### src/rtl/core/tdk_pkg.sv
`timescale 1ns / 1ps
// ----------------------------------------------------------------------------
// tdk_pkg
// Shared constants, codes and types of the time-of-day keeper.
// ----------------------------------------------------------------------------
package tdk_pkg;

    localparam int SUBSEC_BITS_DEF = 16;

    // configuration port
    localparam int CFG_IDX_W  = 8;
    localparam int CFG_DATA_W = 32;
    localparam logic [CFG_IDX_W-1:0] CFG_SUBSEC_PER_SECOND = 8'd0;
    localparam logic [CFG_IDX_W-1:0] CFG_VALID_WINDOW      = 8'd1;

    // one fifth of subsec_per_second: x/5 == (x * 52429) >> 18 for any 16-bit x
    localparam int FIFTH_W     = 14;
    localparam int FIFTH_SHIFT = 18;
    localparam int PROD_W      = 34;
    localparam logic [17:0] FIFTH_RECIP = 18'd52429;
    localparam logic [FIFTH_W-1:0] FIFTH_RST  = 14'd6553;
    localparam logic [31:0]        WINDOW_RST = 32'd21600;

    // 5 Hz threshold: fifth * phase
    localparam int THR_W = FIFTH_W + 3;

    localparam logic [2:0] PULSES_PER_SECOND = 3'd5;
    localparam logic [2:0] PHASE_MAX         = 3'd7;
    localparam logic [6:0] SECONDS_PER_MINUTE = 7'd60;
    localparam logic [6:0] MINUTES_PER_HOUR   = 7'd60;
    localparam logic [5:0] HOURS_PER_DAY      = 6'd24;

    // item kind (travels in tuser)
    localparam logic OP_TICK = 1'b0;
    localparam logic OP_SET  = 1'b1;

    // RTC status codes; the spare code behaves as no RTC
    localparam logic [1:0] RTC_VALID   = 2'd0;
    localparam logic [1:0] RTC_NONE    = 2'd1;
    localparam logic [1:0] RTC_NO_TIME = 2'd2;

    typedef struct packed {
        logic [FIFTH_W-1:0] fifth;
        logic [31:0]        window;
    } tdk_cfg_t;

    typedef struct packed {
        logic [4:0] hour;
        logic [5:0] minute;
        logic [5:0] second;
    } tdk_time_t;

    // result word, first field in the highest bits
    typedef struct packed {
        logic       rtc_write_req;
        logic       time_valid;
        logic       day_carry;
        logic [5:0] second_now;
        logic [5:0] minute_now;
        logic [4:0] hour_now;
        logic [31:0] uptime_seconds;
        logic [7:0] count_5hz;
        logic       pulse_5hz;
        logic       pulse_1hz;
    } tdk_result_t;

    localparam int OUT_BITS = $bits(tdk_result_t);
    localparam int OUT_W    = ((OUT_BITS + 7) / 8) * 8;

endpackage

### src/rtl/core/tdk_cfg.sv
`timescale 1ns / 1ps
// ----------------------------------------------------------------------------
// tdk_cfg
// Configuration registers; keeps one fifth of the subsecond rate ready.
// ----------------------------------------------------------------------------
module tdk_cfg
(
    input  logic                           clk,
    input  logic                           rst_n,
    input  logic                           cfg_valid,
    output logic                           cfg_ready,
    input  logic [tdk_pkg::CFG_IDX_W-1:0]  cfg_index,
    input  logic [tdk_pkg::CFG_DATA_W-1:0] cfg_data,
    output tdk_pkg::tdk_cfg_t              cfg
);
    import tdk_pkg::*;

    logic [FIFTH_W-1:0] fifth_reg;
    logic [FIFTH_W-1:0] fifth_next;
    logic [31:0]        window_reg;
    logic [31:0]        window_next;
    logic [PROD_W-1:0]  fifth_prod;
    logic               wr;

    assign cfg_ready = 1'b1;
    assign wr        = cfg_valid & cfg_ready;

    // divide by five through the reciprocal; exact over the whole 16-bit range
    assign fifth_prod = {18'd0, cfg_data[15:0]} * {16'd0, FIFTH_RECIP};

    always_comb
    begin
        fifth_next  = fifth_reg;
        window_next = window_reg;
        if (wr)
        begin
            case (cfg_index)
                CFG_SUBSEC_PER_SECOND: fifth_next  = fifth_prod[FIFTH_SHIFT +: FIFTH_W];
                CFG_VALID_WINDOW:      window_next = cfg_data;
                default:               ;
            endcase
        end
    end

    always_ff @(posedge clk or negedge rst_n)
    begin
        if (!rst_n)
        begin
            fifth_reg  <= FIFTH_RST;
            window_reg <= WINDOW_RST;
        end
        else
        begin
            fifth_reg  <= fifth_next;
            window_reg <= window_next;
        end
    end

    assign cfg.fifth  = fifth_reg;
    assign cfg.window = window_reg;

endmodule

### src/rtl/core/tdk_step.sv
`timescale 1ns / 1ps
// ----------------------------------------------------------------------------
// tdk_step
// Keeper state and the combinational update for one word.
// ----------------------------------------------------------------------------
module tdk_step
#(
    parameter int SUBSEC_BITS = tdk_pkg::SUBSEC_BITS_DEF
)
(
    input  logic                   clk,
    input  logic                   rst_n,
    input  logic                   step,
    input  logic                   op,
    input  logic                   second_due,
    input  logic [SUBSEC_BITS-1:0] subsec,
    input  logic [1:0]             rtc_status,
    input  tdk_pkg::tdk_time_t     time_in,
    input  tdk_pkg::tdk_cfg_t      cfg,
    output tdk_pkg::tdk_result_t   result
);
    import tdk_pkg::*;

    localparam int CMP_W = (SUBSEC_BITS > THR_W) ? SUBSEC_BITS : THR_W;

    logic [31:0] uptime_reg, uptime_next;
    logic [31:0] age_reg, age_next;        // uptime minus last valid moment
    logic        valid_reg, valid_next;
    tdk_time_t   time_reg, time_next;
    logic [2:0]  phase_reg, phase_next;
    logic [7:0]  lin_reg, lin_next;
    logic [2:0]  owed_reg, owed_next;

    logic [7:0]       adj;
    logic [31:0]      age_inc;
    logic [6:0]       sec_inc;
    logic [6:0]       min_inc;
    logic [5:0]       hour_inc;
    logic             valid_tmp;
    logic [2:0]       phase_base;
    logic [THR_W-1:0] thr;
    logic             p1, p5, carry, wreq;

    // owed counts of six and seven stand for minus two and minus one
    assign adj      = {{5{owed_reg[2] & owed_reg[1]}}, owed_reg};
    assign age_inc  = age_reg + 32'd1;
    assign sec_inc  = {1'b0, time_reg.second} + 7'd1;
    assign min_inc  = {1'b0, time_reg.minute} + 7'd1;
    assign hour_inc = {1'b0, time_reg.hour} + 6'd1;
    // a second restarts the phase before the threshold compare
    assign phase_base = second_due ? 3'd0 : phase_reg;
    assign thr      = THR_W'(cfg.fifth) * THR_W'(phase_base);

    always_comb
    begin
        uptime_next = uptime_reg;
        age_next    = age_reg;
        valid_next  = valid_reg;
        time_next   = time_reg;
        phase_next  = phase_reg;
        lin_next    = lin_reg;
        owed_next   = owed_reg;
        valid_tmp   = valid_reg;
        p1          = 1'b0;
        p5          = 1'b0;
        carry       = 1'b0;
        wreq        = 1'b0;
        if (step)
        begin
            if (op == OP_SET)
            begin
                time_next  = time_in;
                valid_next = 1'b1;
                age_next   = 32'd0;
                wreq       = 1'b1;
            end
            else
            begin
                if (second_due)
                begin
                    uptime_next = uptime_reg + 32'd1;
                    p1          = 1'b1;
                    lin_next    = lin_reg + adj;
                    owed_next   = PULSES_PER_SECOND;
                    phase_next  = 3'd0;
                    if (rtc_status == RTC_VALID)
                    begin
                        time_next  = time_in;
                        valid_next = 1'b1;
                        age_next   = 32'd0;
                    end
                    else
                    begin
                        // self-increment with rollover of out-of-range values
                        if (sec_inc >= SECONDS_PER_MINUTE)
                        begin
                            time_next.second = 6'd0;
                            if (min_inc >= MINUTES_PER_HOUR)
                            begin
                                time_next.minute = 6'd0;
                                if (hour_inc >= HOURS_PER_DAY)
                                begin
                                    time_next.hour = 5'd0;
                                    carry          = 1'b1;
                                end
                                else
                                begin
                                    time_next.hour = hour_inc[4:0];
                                end
                            end
                            else
                            begin
                                time_next.minute = min_inc[5:0];
                            end
                        end
                        else
                        begin
                            time_next.second = sec_inc[5:0];
                        end
                        age_next   = age_inc;
                        valid_tmp  = valid_reg & ~(age_inc > cfg.window);
                        valid_next = valid_tmp;
                        wreq       = valid_tmp & (rtc_status == RTC_NO_TIME);
                    end
                end
                if (CMP_W'(subsec) >= CMP_W'(thr))
                begin
                    p5 = 1'b1;
                    if (phase_next < PHASE_MAX)
                    begin
                        phase_next = phase_next + 3'd1;
                    end
                    lin_next  = lin_next + 8'd1;
                    owed_next = owed_next - 3'd1;
                end
            end
        end
    end

    always_ff @(posedge clk or negedge rst_n)
    begin
        if (!rst_n)
        begin
            uptime_reg <= '0;
            age_reg    <= '0;
            valid_reg  <= 1'b0;
            time_reg   <= '0;
            phase_reg  <= '0;
            lin_reg    <= '0;
            owed_reg   <= '0;
        end
        else
        begin
            uptime_reg <= uptime_next;
            age_reg    <= age_next;
            valid_reg  <= valid_next;
            time_reg   <= time_next;
            phase_reg  <= phase_next;
            lin_reg    <= lin_next;
            owed_reg   <= owed_next;
        end
    end

    assign result.rtc_write_req  = wreq;
    assign result.time_valid     = valid_next;
    assign result.day_carry      = carry;
    assign result.second_now     = time_next.second;
    assign result.minute_now     = time_next.minute;
    assign result.hour_now       = time_next.hour;
    assign result.uptime_seconds = uptime_next;
    assign result.count_5hz      = lin_next;
    assign result.pulse_5hz      = p5;
    assign result.pulse_1hz      = p1;

endmodule

### src/rtl/core/time_of_day_keeper_top.sv
`timescale 1ns / 1ps
// ----------------------------------------------------------------------------
// time_of_day_keeper_top
// Time-of-day keeper: uptime, 1 Hz / 5 Hz pulses and RTC-backed wall time.
// ----------------------------------------------------------------------------
// Usage:
//   s_* carries one word per main-loop wakeup: s_tuser is the kind (tick or
//   set time), s_tdata the second-due flag, subsecond count, RTC status and
//   time. m_* returns one result word for every input word, in order.
//   cfg_* writes subsec_per_second (index 0) or valid_window (index 1); it is
//   always ready and is meant to be used while no word is in flight.
// Path: an accepted word waits in the input register, then passes through
//   the update logic into the result register.
// Throughput: one word per cycle while m_tready is high; a word may follow
//   in the very next cycle, and the step logic updates as each word fires.
// Reset: clears all counters, the time of day and the valid flag; config
//   returns to 32768 units per second and a 21600 second window.
// Stall: while m_tready is low the result holds, the input register fills,
//   and s_tready drops until the result is taken.
// ----------------------------------------------------------------------------
module time_of_day_keeper_top
#(
    parameter int SUBSEC_BITS = tdk_pkg::SUBSEC_BITS_DEF,
    localparam int IN_BITS = SUBSEC_BITS + 20,
    localparam int IN_W    = ((IN_BITS + 7) / 8) * 8
)
(
    input  logic                           clk,
    input  logic                           rst_n,
    input  logic                           s_tvalid,
    output logic                           s_tready,
    // second_due, subsec, rtc_status, hour_value, minute_value, second_value
    input  logic [IN_W-1:0]                s_tdata,
    // op
    input  logic                           s_tuser,
    output logic                           m_tvalid,
    input  logic                           m_tready,
    // pulse_1hz, pulse_5hz, count_5hz, uptime_seconds, hour_now, minute_now,
    // second_now, day_carry, time_valid, rtc_write_req
    output logic [tdk_pkg::OUT_W-1:0]      m_tdata,
    input  logic                           cfg_valid,
    output logic                           cfg_ready,
    input  logic [tdk_pkg::CFG_IDX_W-1:0]  cfg_index,
    input  logic [tdk_pkg::CFG_DATA_W-1:0] cfg_data
);
    import tdk_pkg::*;

    logic              in_valid_reg, in_valid_next;
    logic [IN_BITS-1:0] in_data_reg;
    logic              in_op_reg;
    logic              out_valid_reg, out_valid_next;
    tdk_result_t       res_reg;
    tdk_result_t       res;
    tdk_cfg_t          cfg;
    tdk_time_t         time_in;
    logic              fire;
    logic              accept;

    assign fire     = in_valid_reg & (~out_valid_reg | m_tready);
    assign s_tready = ~in_valid_reg | fire;
    assign accept   = s_tvalid & s_tready;

    always_comb
    begin
        in_valid_next = in_valid_reg;
        if (accept)
        begin
            in_valid_next = 1'b1;
        end
        else if (fire)
        begin
            in_valid_next = 1'b0;
        end
        out_valid_next = out_valid_reg;
        if (fire)
        begin
            out_valid_next = 1'b1;
        end
        else if (m_tready)
        begin
            out_valid_next = 1'b0;
        end
    end

    always_ff @(posedge clk or negedge rst_n)
    begin
        if (!rst_n)
        begin
            in_valid_reg  <= 1'b0;
            out_valid_reg <= 1'b0;
        end
        else
        begin
            in_valid_reg  <= in_valid_next;
            out_valid_reg <= out_valid_next;
        end
    end

    // payload registers: hold unless a word moves
    always_ff @(posedge clk)
    begin
        if (accept)
        begin
            in_data_reg <= s_tdata[IN_BITS-1:0];
            in_op_reg   <= s_tuser;
        end
        if (fire)
        begin
            res_reg <= res;
        end
    end

    assign time_in.hour   = in_data_reg[SUBSEC_BITS+3  +: 5];
    assign time_in.minute = in_data_reg[SUBSEC_BITS+8  +: 6];
    assign time_in.second = in_data_reg[SUBSEC_BITS+14 +: 6];

    tdk_cfg u_cfg
    (
        .clk       (clk),
        .rst_n     (rst_n),
        .cfg_valid (cfg_valid),
        .cfg_ready (cfg_ready),
        .cfg_index (cfg_index),
        .cfg_data  (cfg_data),
        .cfg       (cfg)
    );

    tdk_step
    #(
        .SUBSEC_BITS (SUBSEC_BITS)
    )
    u_step
    (
        .clk        (clk),
        .rst_n      (rst_n),
        .step       (fire),
        .op         (in_op_reg),
        .second_due (in_data_reg[0]),
        .subsec     (in_data_reg[1 +: SUBSEC_BITS]),
        .rtc_status (in_data_reg[SUBSEC_BITS+1 +: 2]),
        .time_in    (time_in),
        .cfg        (cfg),
        .result     (res)
    );

    assign m_tvalid = out_valid_reg;
    assign m_tdata  = {{(OUT_W-OUT_BITS){1'b0}}, res_reg};

endmodule

### config.mk
export PLATFORM = sky130hd
export DESIGN_NAME = time_of_day_keeper_top
export DESIGN_NICKNAME = d
export VERILOG_FILES = /design/src/rtl/core/tdk_pkg.sv /design/src/rtl/core/tdk_cfg.sv /design/src/rtl/core/tdk_step.sv /design/src/rtl/core/time_of_day_keeper_top.sv
export SDC_FILE = /design/constraint.sdc
export NUM_CORES = 1
export LEC_CHECK = 0
export BUFFER_PORTS_ARGS = -buffer_cell sky130_fd_sc_hd__buf_2
export CORE_ASPECT_RATIO = 1.25
export CORE_MARGIN = 3
export CORE_UTILIZATION = 55
export CTS_CLUSTER_SIZE = 20
export DETAILED_ROUTE_END_ITERATION = 12
export GPL_TIMING_DRIVEN = 0
export HOLD_SLACK_MARGIN = 0.05
export PLACE_DENSITY = 0.74
export SYNTH_ARGS = -nofsm -noshare
export SYNTH_HDL_FRONTEND = slang
export SYNTH_SLANG_ARGS = --single-unit
### constraint.sdc
create_clock -name clk -period 12.5 [get_ports clk]
set_input_delay 1.25 -clock clk [delete_from_list [all_inputs] [get_ports clk]]
set_output_delay 1.25 -clock clk [all_outputs]
set_load 0.02 [all_outputs]
==> reports/summary.txt <==
Cts hold-fix bufs: 0
Deepest clock path buffer count: 3
Critical Path End Type: register
Final hold vios: 0
Overall power: 3.68 mW
DR DRC count: 0
Die width: 166 µm
Finished Cell Area: 19800 µm²
Final setup viols: 0
Clk slew on worst S/H paths: 0.06 ns
Layout Nets: 2235
1st-iter DRT viols: 1095
# port buffers: 145
Pre-Repair DR Iteration Count: 6
Drt total wl: 38.9 mm
Crit path buf inv count: 5
Core ar.: 31200 µm²
Worst Path Arrival: 6.67 ns
Critical R2R Capture: m_tdata[8]$_DFFE_PP_
Worst-Margin Slew: 0.978 ns
Via total after detailed routing: 12800
Later-pin clock latency in the skew report: 0.56 ns
Crit start category: input pin
Logic pwr share: 0.491
Crit path depth: 19
Final design utilization: 0.635
Largest net degree at the start of global routing: 94
Layout cells sized above 1: 0.151
Cell row count: 72
Setup bufs post-CTS: 0
MaxCap Viol Count: 0
Critical Path Fanout Max: 6
Crit-path cells: buf_2 -> ha_1 -> inv_1 -> fa_1 -> inv_1 -> fa_1 -> fa_1 -> inv_1 -> fa_1 -> inv_1 -> fa_1 -> ha_1 -> nand4_1 -> o31ai_1 -> a32oi_2 -> a211oi_1 -> a21oi_1 -> xnor2_1 -> o21ai_1
Vias/cell: 5.65
F_max: 160 MHz
Clock skew: 0.0215 ns
Int Pwr: 2.22 mW
Starting Density: 0.563
Area of the mapped netlist: 17500 µm²
Critical Path Slowest Stage Cell: fa_1
Grt ovf: 0
Post-synthesis sequential area ratio: 0.376
I/O pin count: 153
Clock sinks: 243
Drt wl/cell: 17.1 µm
Initial antenna violation count: 1
Sequential Power Share: 0.275
Die height: 206 µm
DP Area: 18800 µm²
Post_cts resized: 0
Area growth, synth to finish: 12.9%
FF-to-FF setup slack: 6.39 ns
Ys async rst share: 0.593
WP data required: 12.91 ns
Gr busiest metal: met2
Syn Inst Count: 1667
Slew Viols, Final: 0
CP most frequent cell: fa_1
GRT met3 Usage: 0.0281
Vias in the first global route: 12800
Reg2Reg Depth: 23
Sw Pwr: 1.45 mW
TritonCTS Buffers: 26
Hold Path Origin: u_step.lin_reg[7]$_DFF_PN0_
CTS H-tree lvls: 1
Fin crit period: 6.26 ns
Crit path largest cell delay: 0.55 ns
Final setup TNS: 0 ns
Clock power frac: 0.234
Leakage: 9.57 nW
CTS root buf: clkbuf_16
RSZ-0062 raised after global routing: false
Antenna viol nets, final: 0
DIE AREA: 34100 µm²
Ys flop type: dfrtp_1
CTS tree: done
GR Util met1: 0.295
Power per cell area: 186 nW/µm²
WHS: 0.468 ns
First-pass GRT wire length: 64.0 mm
Count of different cell masters after synthesis: 86
Maximum vdd drop: 0.000318 V
Crit share post-route: 0.501
HPWL Detailed: 30.3 mm
Total GRT Usage: 0.229
Seq cells post-synth: 243
Hold endpoint: u_step.lin_reg[7]$_DFF_PN0_
Avg Inst Size Synth: 10.5 µm²
Post-synth EDFFs: 99
Sw Ratio: 0.396
Crit. Startpoint: cfg_data[3]
Status: completed
Max reg flops: 62
GR Util met2: 0.407
Slew headroom: 0.348
GP Congestion: 0.953
Yosys warning total: 0
Launching point of the worst reg2reg path: in_data_reg[0]$_DFFE_PP_
CP Class: in -> reg
Hold crit path type: reg -> reg
Critical path's top delay family: adder cells
Hold Crit Depth: 1
## power groups by stage
stage	clock network, mW	registers, mW	logic, mW
after floorplan	0	1.04	1.33
after global placement	0	1.02	1.75
final	0.861	1.01	1.80
after global routing	0.909	1.02	2.04
after detailed placement	0	1.02	1.79
after CTS	0.879	1.01	1.81
## area by class of cell
type | instances | area [µm²]
antenna | 2 | 5.00
buffer | 40 | 186
clock buffer | 27 | 654
clock inverter | 21 | 307
fill | 2504 | 11400
inverter | 237 | 890
multi-input combinational | 1148 | 9880
sequential | 243 | 6590
tap | 407 | 509
timing repair buffer | 147 | 779
## worst register-to-register path, stage by stage, from the launching register on
cell,delay (ns)
edfxtp_1,0.47
buf_2,0.25
buf_2,0.22
nor2_1,0.33
clkbuf_1,0.38
nand2_1,0.14
fa_1,0.56
inv_1,0.05
ha_1,0.34
a21oi_1,0.22
o21bai_1,0.12
a31o_2,0.27
a211oi_1,0.40
o21ai_0,0.20
xnor2_1,0.16
ha_1,0.28
nor2_1,0.04
a311o_1,0.33
a221oi_2,0.19
o41ai_2,0.17
nor3b_2,0.26
nand3_1,0.12
xnor2_1,0.19
o21ai_0,0.14
## kinds of logic after synthesis
logic type      after synthesis  share of synthesized area
compound gates              305                      0.115
other cells                   2                   0.000428
flops                       243                      0.376
mux                          33                     0.0211
fa+ha+maj                   306                      0.259
buf+inv                     277                     0.0611
simple gates                392                      0.113
xor+xnor                    109                     0.0544
## cells in the mapped netlist, drive strengths merged (4+ instances only)
library cell	number	area (µm²)
a31oi	8	50.1
a21o	24	180
inv	237	890
o22ai	4	25.0
a21oi	58	294
clkbuf	29	109
a32oi	8	77.6
edfxtp	99	2970
a211oi	11	82.6
o21a	12	90.1
and2	16	103
nor2b	11	68.8
nand4	27	190
nor2	67	251
o41ai	4	50.1
mux2	29	330
and3	22	144
mux2i	4	40.0
nand2b	13	81.3
o31ai	10	75.1
ha	211	2640
xnor2	64	561
a22oi	6	45.0
o21bai	8	60.1
nand3b	4	30.0
nand3	39	205
nand2	149	562
o2bb2ai	5	43.8
fa	95	1900
buf	11	73.8
and4	9	81.3
dfstp	12	315
dfrtp	132	3300
o21ai	109	553
xor2	45	394
nor3	17	128
a22o	13	114
or2	4	25.0
## metrics by stage
stage          setup slack, ns  std cells
3_3_place_gp              5.74       2220
3_5_place_dp              5.75       2222
2_1_floorplan             6.42       1668
6_report                  6.24       2272
5_1_grt                   5.98       2271
4_1_cts                   6.29       2270
## metal layers
metal / up-vias / routed length [µm]
met5: - / 0
met3: 66 / 1880
met2: 372 / 19500
met4: 0 / 1100
met1: 6306 / 16500
li1: 6099 / -
## placed cells by master (no fill, tap or decap), drive strengths merged, types with 56 or more instances in the layout
cell type,n
o21ai,109
buf,158
edfxtp,99
xnor2,64
fa,95
dfrtp,132
ha,211
nand2,149
clkbuf,56
a21oi,58
nor2,67
inv,237
## worst max path at each step
stage,slack [ns],to
after global placement,5.74,u_cfg.fifth_reg[13]$_DFFE_PN0P_
after detailed placement,5.75,u_cfg.fifth_reg[13]$_DFFE_PN0P_
final,6.24,u_cfg.fifth_reg[13]$_DFFE_PN0P_
after floorplan,6.42,u_cfg.fifth_reg[13]$_DFFE_PN0P_
after CTS,6.29,u_cfg.fifth_reg[13]$_DFFE_PN0P_
after global routing,5.98,u_cfg.fifth_reg[13]$_DFFE_PN0P_
No activity file was read; power rests on OpenSTA's default activity.
